<file path="src/hw/rtl/gsa_pkg.sv">
package gsa_pkg;

  // Default sizing of the slot table.
  localparam int SLOTS_DEF    = 4;
  localparam int GEN_BITS_DEF = 32;

  // Configuration register indexes.
  typedef enum logic [1:0] {
    REG_HEAP_ID   = 2'd0,
    REG_BASE_ADDR = 2'd1,
    REG_STRIDE    = 2'd2
  } gsa_reg_t;

  // Command codes carried by an input item.
  typedef enum logic [2:0] {
    OP_ALLOC    = 3'd0,
    OP_RELEASE  = 3'd1,
    OP_LOOKUP   = 3'd2,
    OP_SHUTDOWN = 3'd3,
    OP_PRESET   = 3'd4
  } gsa_op_t;

  // Result status codes.
  typedef enum logic [2:0] {
    ST_OK        = 3'd0,
    ST_SHUT_DOWN = 3'd1,
    ST_CAP_EXH   = 3'd2,
    ST_GEN_EXH   = 3'd3,
    ST_BAD_INDEX = 3'd4,
    ST_STALE     = 3'd5,
    ST_LIVE      = 3'd6
  } gsa_status_t;

  // One input item.
  typedef struct packed {
    logic [2:0]  cmd;
    logic [31:0] slot_heap_id;
    logic [7:0]  slot_index;
    logic [31:0] slot_generation;
    logic [31:0] new_generation;
  } gsa_in_t;

  // One result item.
  typedef struct packed {
    logic [2:0]  status;
    logic [31:0] out_heap_id;
    logic [7:0]  out_index;
    logic [31:0] out_generation;
    logic [47:0] handle_address;
    logic [7:0]  live_count;
  } gsa_out_t;

  // Step commands from the controller to the datapath.
  typedef struct packed {
    logic load;
    logic fetch;
    logic commit;
  } gsa_ctl_t;

endpackage

</file>
<file path="src/hw/rtl/gsa_ram.sv">
module gsa_ram #(
  parameter int WIDTH = 32,
  parameter int DEPTH = 4
) (
  input  logic                                  clk,
  input  logic                                  we,
  input  logic [((DEPTH > 1) ? $clog2(DEPTH) : 1)-1:0] waddr,
  input  logic [WIDTH-1:0]                      wdata,
  input  logic                                  re,
  input  logic [((DEPTH > 1) ? $clog2(DEPTH) : 1)-1:0] raddr,
  output logic [WIDTH-1:0]                      rdata
);

  logic [WIDTH-1:0] mem [DEPTH];
  logic [WIDTH-1:0] rdata_r;

  // One write port and one registered read port.
  always_ff @(posedge clk) begin
    if (we) begin
      mem[waddr] <= wdata;
    end
    if (re) begin
      rdata_r <= mem[raddr];
    end
  end

  assign rdata = rdata_r;

endmodule

</file>
<file path="src/hw/rtl/gsa_ctrl.sv">
module gsa_ctrl (
  input  logic              clk,
  input  logic              rst_n,
  input  logic              start,
  output logic              busy,
  output gsa_pkg::gsa_ctl_t ctl
);

  import gsa_pkg::*;

  typedef enum logic [2:0] {
    S_IDLE = 3'b001,
    S_READ = 3'b010,
    S_EXEC = 3'b100
  } state_t;

  state_t state_r;
  state_t state_nxt;

  // Each item walks through a read step and a commit step.
  always_comb begin
    state_nxt  = state_r;
    ctl.load   = 1'b0;
    ctl.fetch  = 1'b0;
    ctl.commit = 1'b0;
    case (state_r)
      S_IDLE: begin
        if (start) begin
          ctl.load  = 1'b1;
          state_nxt = S_READ;
        end
      end
      S_READ: begin
        ctl.fetch = 1'b1;
        state_nxt = S_EXEC;
      end
      S_EXEC: begin
        ctl.commit = 1'b1;
        state_nxt  = S_IDLE;
      end
      default: begin
        state_nxt = S_IDLE;
      end
    endcase
  end

  always_ff @(posedge clk) begin
    if (!rst_n) begin
      state_r <= S_IDLE;
    end else begin
      state_r <= state_nxt;
    end
  end

  assign busy = (state_r != S_IDLE);

endmodule

</file>
<file path="src/hw/rtl/gsa_dp.sv">
module gsa_dp #(
  parameter int SLOTS    = gsa_pkg::SLOTS_DEF,
  parameter int GEN_BITS = gsa_pkg::GEN_BITS_DEF
) (
  input  logic              clk,
  input  logic              rst_n,
  input  logic              cfg_we,
  input  logic [1:0]        cfg_index,
  input  logic [47:0]       cfg_wdata,
  input  gsa_pkg::gsa_in_t  in_item,
  input  gsa_pkg::gsa_ctl_t ctl,
  output logic              out_valid,
  output gsa_pkg::gsa_out_t out_item
);

  import gsa_pkg::*;

  localparam int IDX_W = (SLOTS > 1) ? $clog2(SLOTS) : 1;
  localparam int CNT_W = $clog2(SLOTS + 1);
  localparam logic [7:0]       SLOTS_IDX = 8'(SLOTS);
  localparam logic [CNT_W-1:0] SLOTS_CNT = CNT_W'(SLOTS);

  // Configuration registers.
  logic [31:0] heap_id_r;
  logic [47:0] base_r;
  logic [15:0] stride_r;

  // Captured item and per-item working registers.
  gsa_in_t          item_r;
  logic [IDX_W-1:0] addr_r;
  logic [IDX_W-1:0] addr_nxt;
  logic             found_r;
  logic [23:0]      prod_r;

  // Table state: busy marks, all-ones generation flags, written flags.
  logic [SLOTS-1:0] busy_r,  busy_nxt;
  logic [SLOTS-1:0] full_r,  full_nxt;
  logic [SLOTS-1:0] valid_r, valid_nxt;
  logic [CNT_W-1:0] used_r,  used_nxt;
  logic             open_r,  open_nxt;

  logic             out_valid_r;
  gsa_out_t         out_r;
  gsa_out_t         out_nxt;

  // Generation store signals.
  logic                ram_we;
  logic [GEN_BITS-1:0] ram_wdata;
  logic [GEN_BITS-1:0] ram_q;
  logic [GEN_BITS-1:0] cur_gen;
  logic [GEN_BITS-1:0] inc_gen;
  logic [GEN_BITS-1:0] new_gen;
  logic [GEN_BITS-1:0] cmp_gen;

  logic             sel_found;
  logic [IDX_W-1:0] sel_idx;
  logic             idx_ok;
  logic             live;

  // First free slot whose generation can still be bumped.
  always_comb begin
    sel_found = 1'b0;
    sel_idx   = '0;
    for (int i = SLOTS - 1; i >= 0; i--) begin
      if (!busy_r[i] && !full_r[i]) begin
        sel_found = 1'b1;
        sel_idx   = IDX_W'(i);
      end
    end
  end

  // Allocation targets the selected slot, everything else the handle index.
  assign addr_nxt = (item_r.cmd == OP_ALLOC) ? sel_idx : item_r.slot_index[IDX_W-1:0];

  gsa_ram #(
    .WIDTH (GEN_BITS),
    .DEPTH (SLOTS)
  ) u_gen_ram (
    .clk   (clk),
    .we    (ram_we & ctl.commit),
    .waddr (addr_r),
    .wdata (ram_wdata),
    .re    (ctl.fetch),
    .raddr (addr_nxt),
    .rdata (ram_q)
  );

  // An entry never written since reset or shutdown reads as zero.
  assign cur_gen = valid_r[addr_r] ? ram_q : '0;
  assign inc_gen = GEN_BITS'(cur_gen + 1'b1);
  assign new_gen = GEN_BITS'(item_r.new_generation);
  assign cmp_gen = GEN_BITS'(item_r.slot_generation);
  assign idx_ok  = (item_r.slot_index < SLOTS_IDX);
  assign live    = (item_r.slot_heap_id == heap_id_r) && busy_r[addr_r] &&
                   (cur_gen == cmp_gen);

  // Command execution: next table state and the result item.
  always_comb begin
    busy_nxt  = busy_r;
    full_nxt  = full_r;
    valid_nxt = valid_r;
    used_nxt  = used_r;
    open_nxt  = open_r;
    ram_we    = 1'b0;
    ram_wdata = new_gen;
    out_nxt   = '0;
    out_nxt.status = ST_OK;
    case (item_r.cmd)
      OP_ALLOC: begin
        if (!open_r) begin
          out_nxt.status = ST_SHUT_DOWN;
        end else if (found_r) begin
          ram_we                 = 1'b1;
          ram_wdata              = inc_gen;
          valid_nxt[addr_r]      = 1'b1;
          busy_nxt[addr_r]       = 1'b1;
          full_nxt[addr_r]       = (inc_gen == '1);
          used_nxt               = CNT_W'(used_r + 1'b1);
          out_nxt.out_heap_id    = heap_id_r;
          out_nxt.out_index      = 8'(addr_r);
          out_nxt.out_generation = 32'(inc_gen);
        end else if (used_r < SLOTS_CNT) begin
          out_nxt.status = ST_GEN_EXH;
        end else begin
          out_nxt.status = ST_CAP_EXH;
        end
      end
      OP_RELEASE, OP_LOOKUP: begin
        if (!idx_ok) begin
          out_nxt.status = ST_BAD_INDEX;
        end else if (!live) begin
          out_nxt.status = ST_STALE;
        end else if (item_r.cmd == OP_RELEASE) begin
          busy_nxt[addr_r] = 1'b0;
          used_nxt         = CNT_W'(used_r - 1'b1);
        end else begin
          out_nxt.handle_address = base_r + 48'(prod_r);
        end
      end
      OP_SHUTDOWN: begin
        if (open_r) begin
          if (used_r != '0) begin
            out_nxt.status = ST_LIVE;
          end else begin
            open_nxt  = 1'b0;
            valid_nxt = '0;
            busy_nxt  = '0;
            full_nxt  = '0;
          end
        end
      end
      OP_PRESET: begin
        if (idx_ok && !busy_r[addr_r]) begin
          ram_we            = 1'b1;
          valid_nxt[addr_r] = 1'b1;
          full_nxt[addr_r]  = (new_gen == '1);
        end
      end
      default: begin
      end
    endcase
    out_nxt.live_count = 8'(used_nxt);
  end

  // Control state: configuration, table flags, result strobe.
  always_ff @(posedge clk) begin
    if (!rst_n) begin
      heap_id_r   <= 32'd1;
      base_r      <= '0;
      stride_r    <= 16'd1;
      busy_r      <= '0;
      full_r      <= '0;
      valid_r     <= '0;
      used_r      <= '0;
      open_r      <= 1'b1;
      out_valid_r <= 1'b0;
    end else begin
      if (cfg_we) begin
        case (cfg_index)
          REG_HEAP_ID:   heap_id_r <= cfg_wdata[31:0];
          REG_BASE_ADDR: base_r    <= cfg_wdata;
          REG_STRIDE:    stride_r  <= cfg_wdata[15:0];
          default: begin
          end
        endcase
      end
      if (ctl.commit) begin
        busy_r  <= busy_nxt;
        full_r  <= full_nxt;
        valid_r <= valid_nxt;
        used_r  <= used_nxt;
        open_r  <= open_nxt;
      end
      out_valid_r <= ctl.commit;
    end
  end

  // Payload registers.
  always_ff @(posedge clk) begin
    if (ctl.load) begin
      item_r <= in_item;
    end
    if (ctl.fetch) begin
      addr_r  <= addr_nxt;
      found_r <= sel_found;
      prod_r  <= 24'(item_r.slot_index) * 24'(stride_r);
    end
    if (ctl.commit) begin
      out_r <= out_nxt;
    end
  end

  assign out_valid = out_valid_r;
  assign out_item  = out_r;

endmodule

</file>
<file path="src/hw/rtl/generational_slot_allocator_core.sv">
// Generational slot allocator.
//
// Hands out descriptor slots as handles (heap id, index, generation) and
// checks handles on release and lookup. A command item is taken at a clock
// edge where start is high and busy is low; busy stays high while the item
// is worked on. Each item yields exactly one result item, shown on out_item
// for one cycle with out_valid high. The receiver cannot stall the block.
//
// The item is captured at the accepting edge; the generation store read is
// then registered, and the commit step registers the result, which is shown
// in the cycle after the commit edge. A new item can be taken at the edge
// that ends the result cycle, so the block cannot take an item before the
// result of the last one is shown.
//
// Configuration registers (heap id, base address, slot stride) must be
// written through cfg_we/cfg_index/cfg_wdata while the block is idle; the
// block itself does not enforce this. Reset opens the table, frees every
// slot and zeroes every generation at once; no clearing pass is needed.
module generational_slot_allocator_core #(
  parameter int SLOTS    = gsa_pkg::SLOTS_DEF,
  parameter int GEN_BITS = gsa_pkg::GEN_BITS_DEF
) (
  input  logic              clk,
  input  logic              rst_n,
  input  logic              cfg_we,
  input  logic [1:0]        cfg_index,
  input  logic [47:0]       cfg_wdata,
  input  logic              start,
  output logic              busy,
  input  gsa_pkg::gsa_in_t  in_item,
  output logic              out_valid,
  output gsa_pkg::gsa_out_t out_item
);

  import gsa_pkg::*;

  gsa_ctl_t ctl;

  // Sequencer for the steps of one item.
  gsa_ctrl u_ctrl (
    .clk   (clk),
    .rst_n (rst_n),
    .start (start),
    .busy  (busy),
    .ctl   (ctl)
  );

  // Slot table, configuration and result logic.
  gsa_dp #(
    .SLOTS    (SLOTS),
    .GEN_BITS (GEN_BITS)
  ) u_dp (
    .clk       (clk),
    .rst_n     (rst_n),
    .cfg_we    (cfg_we),
    .cfg_index (cfg_index),
    .cfg_wdata (cfg_wdata),
    .in_item   (in_item),
    .ctl       (ctl),
    .out_valid (out_valid),
    .out_item  (out_item)
  );

endmodule

</file>
<file path="config.mk">
export PLATFORM = sky130hd
export DESIGN_NAME = generational_slot_allocator_core
export DESIGN_NICKNAME = d
export VERILOG_FILES = /design/src/hw/rtl/gsa_pkg.sv /design/src/hw/rtl/gsa_ram.sv /design/src/hw/rtl/gsa_ctrl.sv /design/src/hw/rtl/gsa_dp.sv /design/src/hw/rtl/generational_slot_allocator_core.sv
export SDC_FILE = /design/constraint.sdc
export NUM_CORES = 1
export LEC_CHECK = 0
export BUFFER_PORTS_ARGS = -buffer_cell sky130_fd_sc_hd__buf_2
export CORE_ASPECT_RATIO = 2
export CORE_MARGIN = 1.5
export CORE_UTILIZATION = 48
export CTS_CLUSTER_SIZE = 30
export DETAILED_ROUTE_END_ITERATION = 8
export GPL_TIMING_DRIVEN = 0
export HOLD_SLACK_MARGIN = 0.15
export PLACE_DENSITY = 0.7
export SYNTH_ARGS = -nofsm -noshare
export SYNTH_HDL_FRONTEND = slang
export SYNTH_SLANG_ARGS = --single-unit
</file>
<file path="constraint.sdc">
create_clock -name clk -period 6.2 [get_ports clk]
set_clock_uncertainty 0.15 [all_clocks]
set_input_delay 0 -clock clk [delete_from_list [all_inputs] [get_ports clk]]
set_output_delay 0 -clock clk [all_outputs]
set_load 0.02 [all_outputs]
</file>
# Yosys cells after proc, flatten, opt, wreduce, memory -nomap -nowiden
# Memories as Yosys holds them, arrays and structs flattened. A register that Yosys moved wholly into a read port is not among the register bits.
# Index checks and enable logic that the tools add are counted.
dict set report word_totals {
  register_bits 376
  mem_bits_rw 128
  inputBits 161
  output_inout_bits 133
  elab_cells 161
  memories 1
}
dict set report classes {
  n_addsub 4
  mul 1
  n_lt_le_gt_ge 4
  eq_ne 23
  muxes 62
  bitwise 8
  reduce_logical 33
}
# memory words word_bits read_ports rd_ports_with_merged_regs write_ports line_no
set mem_list {}
lappend mem_list {u_dp.u_gen_ram.mem 4 32 1 1 1 gsa_ram.sv:14} ;# logic [WIDTH-1:0] mem [DEPTH];
# cell count
set ops {}
lappend ops {{two-way mux 32 bit} 4}
lappend ops {{equality test 32 bit} 2}
lappend ops {{equality test 32 bit, second input constant} 2}
lappend ops {{two-way mux 4 bit} 13}
lappend ops {{adder 48 x 24 -> 48 bit} 1}
lappend ops {{one-hot mux 4 bit (3 select lines)} 3}
lappend ops {{two-way mux 3 bit} 11}
lappend ops {{adder 32 x 1 -> 32 bit, second input constant} 1}
lappend ops {{multiplier 8 x 16 -> 24 bit} 1}
lappend ops {{two-way mux 1 bit} 16}
lappend ops {{!= test 2 x 1 -> 1 bit, second input constant} 7}
lappend ops {{two-way mux 2 bit} 6}
lappend ops {{one-hot mux 3 bit (2 select lines)} 2}
lappend ops {{AND reduction 2 bit} 5}
lappend ops {{equality test 3 x 2 -> 1 bit, second input constant} 3}
lappend ops {{logical NOT 1 bit} 9}
lappend ops {{one-hot mux 3 bit (3 select lines)} 1}
lappend ops {{AND reduction 9 bit} 1}
lappend ops {{nonzero test 3 bit} 3}
lappend ops {{bitwise mux 4 bit} 2}
lappend ops {{logical AND 1 bit} 8}
lappend ops {{< comparator 8 x 3 -> 1 bit, second input constant} 1}
lappend ops {{bitwise OR 4 bit} 2}
lappend ops {{AND reduction 7 bit} 1}
lappend ops {{other kinds (24)} 30}

# Longest topological paths before layout
dict set report depth {
  ltp_word 10
  depth_mapped 18
  ltp_nobuf 18
}

# Hierarchy
# A second synthesis with hierarchy kept.
dict set report unflattened {
  cells_unflattened 2248
  hier_area_um2 26794.4
}
# mod instances cells_per_inst area_per_inst_um2 seq_area_each_um2
set by_module_without_submodules {}
lappend by_module_without_submodules {gsa_dp 1 2029 20991.4 9889.5}
lappend by_module_without_submodules {gsa_ram 1 203 5650.4 4804.6}
lappend by_module_without_submodules {gsa_ctrl 1 16 152.6 60.1}

# Least setup slack after synthesis
# OpenSTA, ideal clock, no wires.
dict set report synth_timing {
  path_type {flip-flop to flip-flop}
  from {register u_ctrl.state_r[2]}
  to {register u_ctrl.state_r[0]}
  setup_time_ns 0.119
  arrival_ns 5.900
  t_required_ns 5.931
  path_slack_ns 0.031
  stages_incl_launch_ff 5
  n_path_buf 0
  period_less_slack_ns 6.169
  cell_sequence {dfxtp_1 > or3b_2 > nor2_1 > and2_1 > nor2_1}
}
dict set report synth_via {
  elab_chain_len 2
  word_cells_on_any_way 4
  cone_classes {eq/ne (3); mux (1)}
}
# element line_no
set synth_rtl {}
lappend synth_rtl {{start, declared} gsa_ctrl.sv:17} ;# state_t state_r;
lappend synth_rtl {{start signal, assigned} gsa_ctrl.sv:51} ;# state_r <= state_nxt;
lappend synth_rtl {{equality test 3 x 2 -> 1 bit / equality test 3 x 1 -> 1 bit (equally long branches)} gsa_ctrl.sv:26} ;# case (state_r)
lappend synth_rtl {{one-hot mux 3 bit (2 select lines) / != test 2 bit (equally long branches)} -}
# Parallel ways exist; a longest one is shown, timed or not.
# A chain may end at the register's enable or synchronous reset.

# Final worst setup path
dict set report layout_timing {
  from {register u_dp.item_r[67] in the netlist's numbering}
  to {register u_dp.prod_r[23], data pin}
}
dict set report layout_via {
  elab_chain_len 1
}
# element line_no
set layout_rtl {}
lappend layout_rtl {{start, declared} gsa_dp.sv:29} ;# gsa_in_t item_r;
lappend layout_rtl {{start signal, assigned} gsa_dp.sv:201} ;# item_r <= in_item;
lappend layout_rtl {{multiplier 8 x 16 -> 24 bit} gsa_dp.sv:206} ;# prod_r <= 24'(item_r.slot_index) * 24'(stride_r);
lappend layout_rtl {{end signal, assigned} gsa_dp.sv:206}
lappend layout_rtl {{end, declared} gsa_dp.sv:33} ;# logic [23:0] prod_r;
# No other way between the ends.

==> metrics.txt <==
GP Congestion=1.05; Clock transition at path regs=roughly 0.070 ns; Nets=3324; FF-to-FF Start=u_dp.item_r[67]$_DFFE_PP_; initial core utilization=0.486; top-count cell post-synth=edfxtp_1; Tcrit/Tclk final=0.957; DRT Wirelength=a little under 90 mm; Syn Area/Cell=11.7 sq um; Hold Crit Depth=4; Flop pwr share=0.514; Critical Path Sink Type=flop; P_int=around 0.0059 W; core area=approximately 56000 sq um; clock power share=0.380; actual slew at the worst max-slew pin=~0.95 ns; RR Endpoint=u_dp.prod_r[23]$_DFFE_PP_; DR pass1 iterations=7; Max Cap Viol=0; Clock Path Buffers=3; vias in the first global route=22356; share of the yosys chip area belonging to registers=0.541; hold path endpoint=u_dp.stride_r[1]$_SDFFE_PN0P_; DR DRC count=0; iteration-0 DRC count of the detailed router=1429; Yosys top cell by area=edfxtp_1; multi-input logic area=between 10000 and 15000 sq um; largest net degree at the start of global routing=96; number of synthesized register bits=530; wire length per cell=23.0 um; mapped cell area=27300 sq um; Num CTS Buffers=46; dpl hpwl=64.6 mm; Synth top cells by count=414 x edfxtp_1, 290 x nand2_1, 157 x and2_1; Die H=340 um; switching power=0.00189 W; arrival time of the worst setup path=6.13 ns; Worst VDD drop=264 uV; EDFF count, synth=414; gr usage total=0.303; CP Max Fanout=10; PortBufs=282; top post-synthesis cells by area=edfxtp_1 46%, dfxtp_1 8.5%, fa_1 6.2%; Max Slew Vio Count=0; Main synth FF type=edfxtp_1; Lkg Pwr=13.5 nW; post-layout util=0.618; antenna-violating nets left=0; area grow syn2layout=27.3%; final-report setup violation count=0; FFs w/ async S/R, synth=0; Power Density=between 200 and 250 nW/um^2; CTS sink cnt=530; Final min period=5.93 ns; Reg2Reg Setup Slack=approximately 0.27 ns; die area=58400 sq um; fill count=4331; Rel. slew slack=0.365; Reg2Reg Depth=17; Worst-Skew Late Latency=~0.6 ns; TritonCTS clock tree=done; antenna diode count=0; H-tree depth=2; Worst Path Required=6.40 ns; Setup TNS=0 ns; CTS root buffer=clkbuf_16; share of cells above drive strength 1=0.163; initial antenna violation count=2; Max Clock Freq=between 150 and 200 MHz; Reg area=approximately 15000 sq um; hold slack=0.178 ns; Die Wd=172 um; Worst Hold Class=in -> reg; Ys Warns=0; Fin. Hold Viols=0; crit path kind=reg -> reg; first-pass GRT wire length=130 mm; vias=between 20000 and 25000; PnR worst setup slack=roughly 0.27 ns; Switching Fraction=0.243; combinational share of power=0.106; Core Rows=123; status=completed; IO Pins=294; Netlist cell types=79; hold path startpoint=cfg_wdata[1]; CP startpoint=u_dp.item_r[67]$_DFFE_PP_; RSZ-0062 raised after global routing=false; CP Launch Type=flop; Gate Count Post-Synth=around 2300; Yosys top cell area share=0.456; vias per inst=5.59; GR Overflow Total=0; Setup WS pre-CTS=-0.400 ns
[what timing repair did]
| item | CTS | global route |
|---|---|---|
| pin swaps | 0 | 1 |
| gates resized for setup | 7 | 10 |
| setup buffers | 0 | 3 |
| endpoints found under the hold margin | 294 | 0 |
| hold buffers | 319 | 0 |
| gates cloned | 0 | 0 |
| endpoints found under the setup margin | 4 | 14 |
[flip-flops by register name (all words and copies together), names as in the netlist, named ones only]
signal and count:
u_dp.u_gen_ram.mem 128, u_dp.out_item 120, u_dp.base_r 48, u_dp.item_r 43
u_dp.cmp_gen 32, u_dp.heap_id_r 32, u_dp.new_gen 32, u_dp.u_gen_ram.rdata 32
u_dp.prod_r 24, u_dp.stride_r 16, u_dp.busy_r 4, u_dp.valid_r 4
u_ctrl.state_r 3, u_dp.used_r 3, u_dp.addr_r 2, u_dp.found_r 1
u_dp.open_r 1, u_dp.out_valid 1
[power groups by stage]
stage / Clock (W) / Sequential (W) / Combinational (W)
final: 0.00296 / 0.00400 / 0.000828
after global routing: 0.00312 / 0.00400 / 0.000899
after CTS: 0.00298 / 0.00400 / 0.000812
after detailed placement: 0 / 0.00407 / 0.000653
after global placement: 0 / 0.00409 / 0.000624
after floorplan: 0 / 0.00405 / 0.000413
[final cells by class]
cell class,count,share of cell area
multi-input combinational,1559,0.334
clock inverter,31,0.00890
tap,750,0.0270
clock buffer,53,0.0348
inverter,137,0.0150
buffer,112,0.0155
sequential,530,0.425
timing repair buffer,619,0.140
[layout by cell type, fill, tap and decap left out, types with 10 or more instances in the layout]
| cell | Yosys | final |
|---|---|---|
| nor3_1 | 44 | 43 |
| a21oi_1 | 57 | 57 |
| o21ai_0 | 78 | 77 |
| conb_1 | 1 | 11 |
| a21boi_0 | 100 | 100 |
| nor4_1 | 27 | 27 |
| nand3_1 | 38 | 38 |
| and2_1 | 157 | 157 |
| clkbuf_16 | 0 | 47 |
| nand4_1 | 32 | 32 |
| a21o_1 | 49 | 49 |
| fa_1 | 85 | 85 |
| mux4_2 | 34 | 34 |
| nor2_4 | 18 | 22 |
| inv_1 | 137 | 136 |
| or3_1 | 22 | 22 |
| o211ai_1 | 13 | 13 |
| ha_1 | 73 | 73 |
| a31oi_1 | 10 | 10 |
| buf_4 | 12 | 17 |
| or4_1 | 10 | 10 |
| o21a_1 | 17 | 17 |
| and3_1 | 20 | 20 |
| buf_6 | 4 | 10 |
| clkinv_1 | 0 | 12 |
| a211oi_1 | 10 | 10 |
| buf_2 | 10 | 292 |
| nor2_1 | 109 | 105 |
| nand2_1 | 290 | 290 |
| nor2b_1 | 14 | 14 |
| edfxtp_1 | 414 | 414 |
| xnor2_1 | 28 | 28 |
| dfxtp_1 | 116 | 116 |
| dlygate4sd3_1 | 0 | 319 |
| clkbuf_1 | 80 | 78 |
| o22ai_1 | 10 | 10 |
| xor2_1 | 76 | 76 |
[stage by stage]
stage | cell area (sq um) | total power (W) | instances
final | 34700 | 0.00778 | 3791
after global routing | 34700 | 0.00802 | 3791
after CTS | 34700 | 0.00779 | 3788
after detailed placement | 30000 | 0.00473 | 3385
after global placement | 29700 | 0.00471 | 3370
after floorplan | 27300 | 0.00446 | 2338
[cell families after synthesis]
group / count (synthesis) / share of synthesized area
xor+xnor: 104 / 0.0334
compound gates: 400 / 0.0994
flops: 530 / 0.541
buf+inv: 249 / 0.0383
other cells: 1 / 0.000137
mux: 39 / 0.0300
simple gates: 847 / 0.162
fa+ha+maj: 158 / 0.0958
[worst max-delay path: stages (launching register included)]
cell,delay (ns)
edfxtp_1,0.53
clkbuf_2,0.28
and2_1,0.22
fa_1,0.53
fa_1,0.46
fa_1,0.54
inv_1,0.05
fa_1,0.52
inv_1,0.04
ha_1,0.38
a2111oi_1,0.45
a21oi_1,0.09
o211a_1,0.22
a2111oi_4,0.41
o31ai_2,0.21
o21ai_1,0.28
mux2i_1,0.23
nor3_1,0.07
[worst max-delay path by stage]
stage                                      to
6_report            u_dp.prod_r[23]$_DFFE_PP_
5_1_grt             u_dp.prod_r[23]$_DFFE_PP_
3_3_place_gp   u_ctrl.state_r[0]$_SDFFE_PN1P_
2_1_floorplan  u_ctrl.state_r[0]$_SDFFE_PN1P_
3_5_place_dp        u_dp.prod_r[23]$_DFFE_PP_
4_1_cts             u_dp.prod_r[23]$_DFFE_PP_
[layer usage]
layer	up-vias	wire, um	track usage
met4	4	7530	0.224
met2	898	46100	0.564
met5	-	29	0
met1	10342	29400	0.302
li1	9629	-	-
met3	318	4300	0.0378
(Power assumes the default switching activity.)
